<file path="config.mk">
export PLATFORM = sky130hd
export DESIGN_NAME = atsm_ctrl
export DESIGN_NICKNAME = d
export VERILOG_FILES = /design/src/hdl/atsm_pkg.sv /design/src/hdl/atsm_ctrl.sv
export SDC_FILE = /design/constraint.sdc
export NUM_CORES = 1
export LEC_CHECK = 0
export ABC_AREA = 0
export BUFFER_PORTS_ARGS = -buffer_cell sky130_fd_sc_hd__buf_2
export CORE_ASPECT_RATIO = 0.7
export CORE_MARGIN = 8
export CORE_UTILIZATION = 43
export CTS_CLUSTER_DIAMETER = 120
export CTS_CLUSTER_SIZE = 30
export DETAILED_ROUTE_END_ITERATION = 7
export SYNTH_ARGS = -nofsm -noshare
export SYNTH_HDL_FRONTEND = slang
export SYNTH_SLANG_ARGS = --single-unit
</file>
<file path="constraint.sdc">
create_clock -name clk -period 3.8 [get_ports clk]
set_input_delay 0.19 -clock clk [delete_from_list [all_inputs] [get_ports clk]]
set_output_delay 0.19 -clock clk [all_outputs]
set_load 0.02 [all_outputs]
</file>
<file path="src/hdl/atsm_pkg.sv">
`timescale 1ns / 1ps
// Shared types and constants of the adaptive terminal sliding mode step block.
// Used by the controller, the datapath and the top level.
package atsm_pkg;

    localparam int DATA_W    = 32;
    localparam int FRAC_W    = 16;
    localparam int CFG_IDX_W = 3;
    localparam int MUL_A_W   = 32;
    localparam int MUL_B_W   = 35;
    localparam int PROD_W    = MUL_A_W + MUL_B_W;
    localparam int ITER_W    = 4;

    // Pi and two pi in Q16.16, rounded to nearest.
    localparam int PI_FIX     = 205887;
    localparam int TWO_PI_FIX = 411775;
    // ln 2 in Q0.30.
    localparam logic [29:0] LN2_Q30 = 30'd744261118;

    // Last iteration of the log2 squaring loop, and first and last iterations of the exp2 series.
    localparam logic [ITER_W-1:0] LOG_LAST  = 4'd15;
    localparam logic [ITER_W-1:0] EXP_FIRST = 4'd1;
    localparam logic [ITER_W-1:0] EXP_LAST  = 4'd12;

    typedef enum logic [CFG_IDX_W-1:0] {
        REG_SAMPLE_PERIOD  = 3'd0,
        REG_SURFACE_ALPHA  = 3'd1,
        REG_SURFACE_BETA   = 3'd2,
        REG_LINEAR_GAIN    = 3'd3,
        REG_ADAPT_RATE     = 3'd4,
        REG_GAIN_FLOOR     = 3'd5,
        REG_BOUNDARY_WIDTH = 3'd6,
        REG_ANGULAR_MODE   = 3'd7
    } cfg_idx_t;

    typedef enum logic [3:0] {
        OP_IDLE,
        OP_LOAD,
        OP_NORM,
        OP_SQUARE,
        OP_LOGMUL,
        OP_TMUL,
        OP_TAYA,
        OP_TAYB,
        OP_EXP,
        OP_ALPHA,
        OP_SURF,
        OP_RATE,
        OP_INC,
        OP_DRIVE
    } op_t;

    typedef struct packed {
        op_t               op;
        logic [ITER_W-1:0] iter;
    } dp_cmd_t;

    typedef struct packed {
        logic diff_zero;
    } dp_stat_t;

    // ceil(2^34 / i): the exact floor quotient of a value below 2^30 by i
    // is (x * recip) >> 34 for i up to twelve.
    function automatic logic [MUL_B_W-1:0] series_recip(input logic [ITER_W-1:0] i);
        logic [MUL_B_W-1:0] r;
        case (i)
            4'd1:    r = 35'd17179869184;
            4'd2:    r = 35'd8589934592;
            4'd3:    r = 35'd5726623062;
            4'd4:    r = 35'd4294967296;
            4'd5:    r = 35'd3435973837;
            4'd6:    r = 35'd2863311531;
            4'd7:    r = 35'd2454267027;
            4'd8:    r = 35'd2147483648;
            4'd9:    r = 35'd1908874354;
            4'd10:   r = 35'd1717986919;
            4'd11:   r = 35'd1561806290;
            4'd12:   r = 35'd1431655766;
            default: r = '0;
        endcase
        return r;
    endfunction

endpackage

</file>
<file path="src/hdl/atsm_ctrl.sv">
`timescale 1ns / 1ps
// Sequencer of the sliding mode step: issues one datapath command per cycle.
// Depends on atsm_pkg for the command and status types.
module atsm_ctrl
    import atsm_pkg::*;
(
    input  logic     clk,
    input  logic     rst_n,
    input  logic     in_valid,
    output logic     in_ready,
    output logic     out_valid,
    input  logic     out_ready,
    input  dp_stat_t stat,
    output dp_cmd_t  cmd
);

    typedef enum logic [12:0] {
        S_IDLE  = 13'b0000000000001,
        S_NORM  = 13'b0000000000010,
        S_SQ    = 13'b0000000000100,
        S_LOG   = 13'b0000000001000,
        S_TMUL  = 13'b0000000010000,
        S_TA    = 13'b0000000100000,
        S_TB    = 13'b0000001000000,
        S_EXP   = 13'b0000010000000,
        S_ALPHA = 13'b0000100000000,
        S_SURF  = 13'b0001000000000,
        S_RATE  = 13'b0010000000000,
        S_INC   = 13'b0100000000000,
        S_DRIVE = 13'b1000000000000
    } state_t;

    state_t            state_reg, state_next;
    logic [ITER_W-1:0] cnt_reg, cnt_next;
    logic              out_valid_reg, out_valid_next;
    logic              drive_fire;

    assign in_ready   = (state_reg == S_IDLE);
    assign out_valid  = out_valid_reg;
    assign drive_fire = (state_reg == S_DRIVE) && (!out_valid_reg || out_ready);

    always_comb
    begin
        state_next = state_reg;
        cnt_next   = cnt_reg;
        cmd.op     = OP_IDLE;
        cmd.iter   = cnt_reg;
        case (state_reg)
            S_IDLE:
            begin
                if (in_valid)
                begin
                    cmd.op     = OP_LOAD;
                    state_next = S_NORM;
                end
            end
            S_NORM:
            begin
                cmd.op     = OP_NORM;
                cnt_next   = '0;
                state_next = stat.diff_zero ? S_ALPHA : S_SQ;
            end
            S_SQ:
            begin
                cmd.op   = OP_SQUARE;
                cnt_next = cnt_reg + 4'd1;
                if (cnt_reg == LOG_LAST)
                begin
                    state_next = S_LOG;
                end
            end
            S_LOG:
            begin
                cmd.op     = OP_LOGMUL;
                state_next = S_TMUL;
            end
            S_TMUL:
            begin
                cmd.op     = OP_TMUL;
                cnt_next   = EXP_FIRST;
                state_next = S_TA;
            end
            S_TA:
            begin
                cmd.op     = OP_TAYA;
                state_next = S_TB;
            end
            S_TB:
            begin
                cmd.op   = OP_TAYB;
                cnt_next = cnt_reg + 4'd1;
                state_next = (cnt_reg == EXP_LAST) ? S_EXP : S_TA;
            end
            S_EXP:
            begin
                cmd.op     = OP_EXP;
                state_next = S_ALPHA;
            end
            S_ALPHA:
            begin
                cmd.op     = OP_ALPHA;
                state_next = S_SURF;
            end
            S_SURF:
            begin
                cmd.op     = OP_SURF;
                state_next = S_RATE;
            end
            S_RATE:
            begin
                cmd.op     = OP_RATE;
                state_next = S_INC;
            end
            S_INC:
            begin
                cmd.op     = OP_INC;
                state_next = S_DRIVE;
            end
            S_DRIVE:
            begin
                if (drive_fire)
                begin
                    cmd.op     = OP_DRIVE;
                    state_next = S_IDLE;
                end
            end
            default:
            begin
                state_next = S_IDLE;
            end
        endcase
    end

    always_comb
    begin
        out_valid_next = out_valid_reg;
        if (drive_fire)
        begin
            out_valid_next = 1'b1;
        end
        else if (out_ready)
        begin
            out_valid_next = 1'b0;
        end
    end

    always_ff @(posedge clk or negedge rst_n)
    begin
        if (!rst_n)
        begin
            state_reg     <= S_IDLE;
            cnt_reg       <= '0;
            out_valid_reg <= 1'b0;
        end
        else
        begin
            state_reg     <= state_next;
            cnt_reg       <= cnt_next;
            out_valid_reg <= out_valid_next;
        end
    end

endmodule

</file>
==> flow_metrics.tcl <==
set metrics [dict create \
    drv_slew 0 \
    core_um2 2496 \
    cts_tree "done" \
    critPathSlowestCell "or4_1" \
    ir_drop_mv 0.2656 \
    final_cell_mix "17 x dfrtp_1, 14 x buf_2, 9 x inv_1" \
    grt_pass1_vias 986 \
    drtIter0Drc 174 \
    pin_count 15 \
    cts_resized 0 \
    final_area_um2 1290 \
    post_cts_buffers 0 \
    required_ns 3.61 \
    initial_core_util_pct 45.96 \
    placed_area_um2 1225 \
    diodes 0 \
    synth_ff_type "dfrtp_1" \
    hold_viol 0 \
    syn_inst 122 \
    async_flop_share_pct 100.0 \
    path_class "reg -> out" \
    instances_no_fill 171 \
    numCtsBuffers 3 \
    crit_chain "or4_1 > nor4_1 > or2b_2 > o311ai_0 > o2111ai_1 > buf_2" \
    grt_use_total_pct 13.23 \
    antenna_found_initial 0 \
    crit_buf_inv 1 \
    final_nets 145 \
    setup_slack_ns 1.012 \
    min_path_type "in -> reg" \
    vias_per_cell 5.959 \
    ant_nets 0 \
    numPortBuffers 14 \
    num_vias 1019 \
    dp.cells 166 \
    h-tree-depth 1 \
    min_period_ns 2.788 \
    power_mw 0.7505 \
    place_congestion 0.9417 \
    tns_ns 0 \
    path_max_fanout 7 \
    min_period_over_period_pct 73.37 \
    die_x_um 77.74 \
    whs_ns 0.1404 \
    dpl_worst_slack_ns 1.335 \
    drc 0 \
    final_common_cell "dfrtp_1" \
    netlist_area_um2 1147 \
    cts_buffer_depth 2 \
    crit_path_start_kind "flip-flop" \
    p_leak_nw 0.6172 \
    rsz0062_at_grt "no" \
    final_util_pct 51.68 \
    overflow 0 \
    synth-seq-cells 18 \
    grt_max_degree 19 \
    drive_gt1_share_pct 26.28 \
    cts-hold-fix-buffers 1 \
    slew_headroom_pct 51.60 \
    die_h_um 59.22 \
    largest_reg_flops 13 \
    yosysSeqAreaShare_pct 39.37 \
    wl_per_cell_um 16.67 \
    dp_hpwl_mm 2.184 \
    worstSkewPairLatency_ns 0.25 \
    grt_pass1_wl_mm 4.767 \
    cpPeakStageDelay_ns 0.67 \
    fin_worst_skew_ns 0.001719 \
    drv_cap 0 \
    clkSlewWorstSetupHoldPaths_ns 0.07 \
    synth_edf_count 0 \
    cts_root_buf "clkbuf_8" \
    rows 15 \
    path_delay_family "simple AND/OR/NAND/NOR gates" \
    clock_sinks 18 \
    wirelength_mm 2.851 \
    setup_viol 0 \
    postSynthAreaPerCell_um2 9.405 \
    r2r_slack_ns 1.39 \
    max_freq_mhz 358.7 \
    first_pass_iters 4 \
    crit_path_end_kind "output port" \
    synthToLayoutAreaGrowth_pct 12.43 \
    worstMarginPinSlew_ns 0.7170 \
    synth_warnings 0 \
    critPathArrivalTime_ns 2.60 \
    syn-num-nets 129 \
    die_area_um2 4603 \
    powerDensity_nw_per_um2 581.8 \
    synthDistinctLibCells 42 \
    status "completed" \
]
report_power, final:
group / switching (mW) / internal [mW]
sequential: 0.0462 / 0.222
clock: 0.0650 / 0.0921
combinational: 0.190 / 0.135
total: 0.301 / 0.449
worst paths after layout:
check,start,endpoint,cells past startpoint
max in group asynchronous,rst_n,state_reg[0],2
hold / removal,stat,state_reg[2],2
setup reg to reg,state_reg[4],state_reg[0],5
setup / recovery,state_reg[4],cmd[6],6
hold reg to reg,out_valid,out_valid,2
min in group asynchronous,rst_n,cnt_reg[2],2
kinds of logic (layout without fill, tap and decap cells):
| family | after synthesis | count (layout) | synth area share, % |
|---|---|---|---|
| AND/OR/NAND/NOR | 70 | 70 | 39.59 |
| adder cells (fa/ha/maj) | 2 | 2 | 2.181 |
| AO/OA/AOI/OAI | 14 | 14 | 9.160 |
| buffers and inverters | 14 | 29 | 6.651 |
| XOR/XNOR | 4 | 4 | 3.053 |
| flip-flops | 18 | 18 | 39.37 |
per-layer routing:
layer	vias up	GRT usage (%)	share of wire, %
li1	483	-	-
met1	492	17.81	48
met2	40	18.27	41
met3	4	5.606	9.4
met4	0	4.278	1.3
met5	-	0	0
Yosys cell counts (all sizes together) (2+ instances only):
master   count  share of area [%]
and2         3                1.6
and3         2                1.2
buf          5                3.7
dfrtp       17                 37
ha           2                2.2
inv          9                2.9
nand2        8                2.6
nand3        6                2.6
nand4        7                3.8
nand4b       3                2.3
nor2         8                2.6
nor2b        3                1.6
nor3         2               0.87
nor3b        2                1.3
nor4         6                3.8
o2111ai      2                2.1
o21ai        5                2.2
or2b         4                3.1
or4          8                6.2
or4b         2                1.7
xnor2        4                3.1
cell type report:
class | count | area, um^2
Fill cell | 235 | 1206
Multi-Input combinational cell | 90 | 619.3
Sequential cell | 18 | 451.7
Timing Repair Buffer | 16 | 87.58
Clock buffer | 4 | 55.05
Tap cell | 34 | 42.54
Inverter | 9 | 33.78
Power figures use the tool's default switching activity.
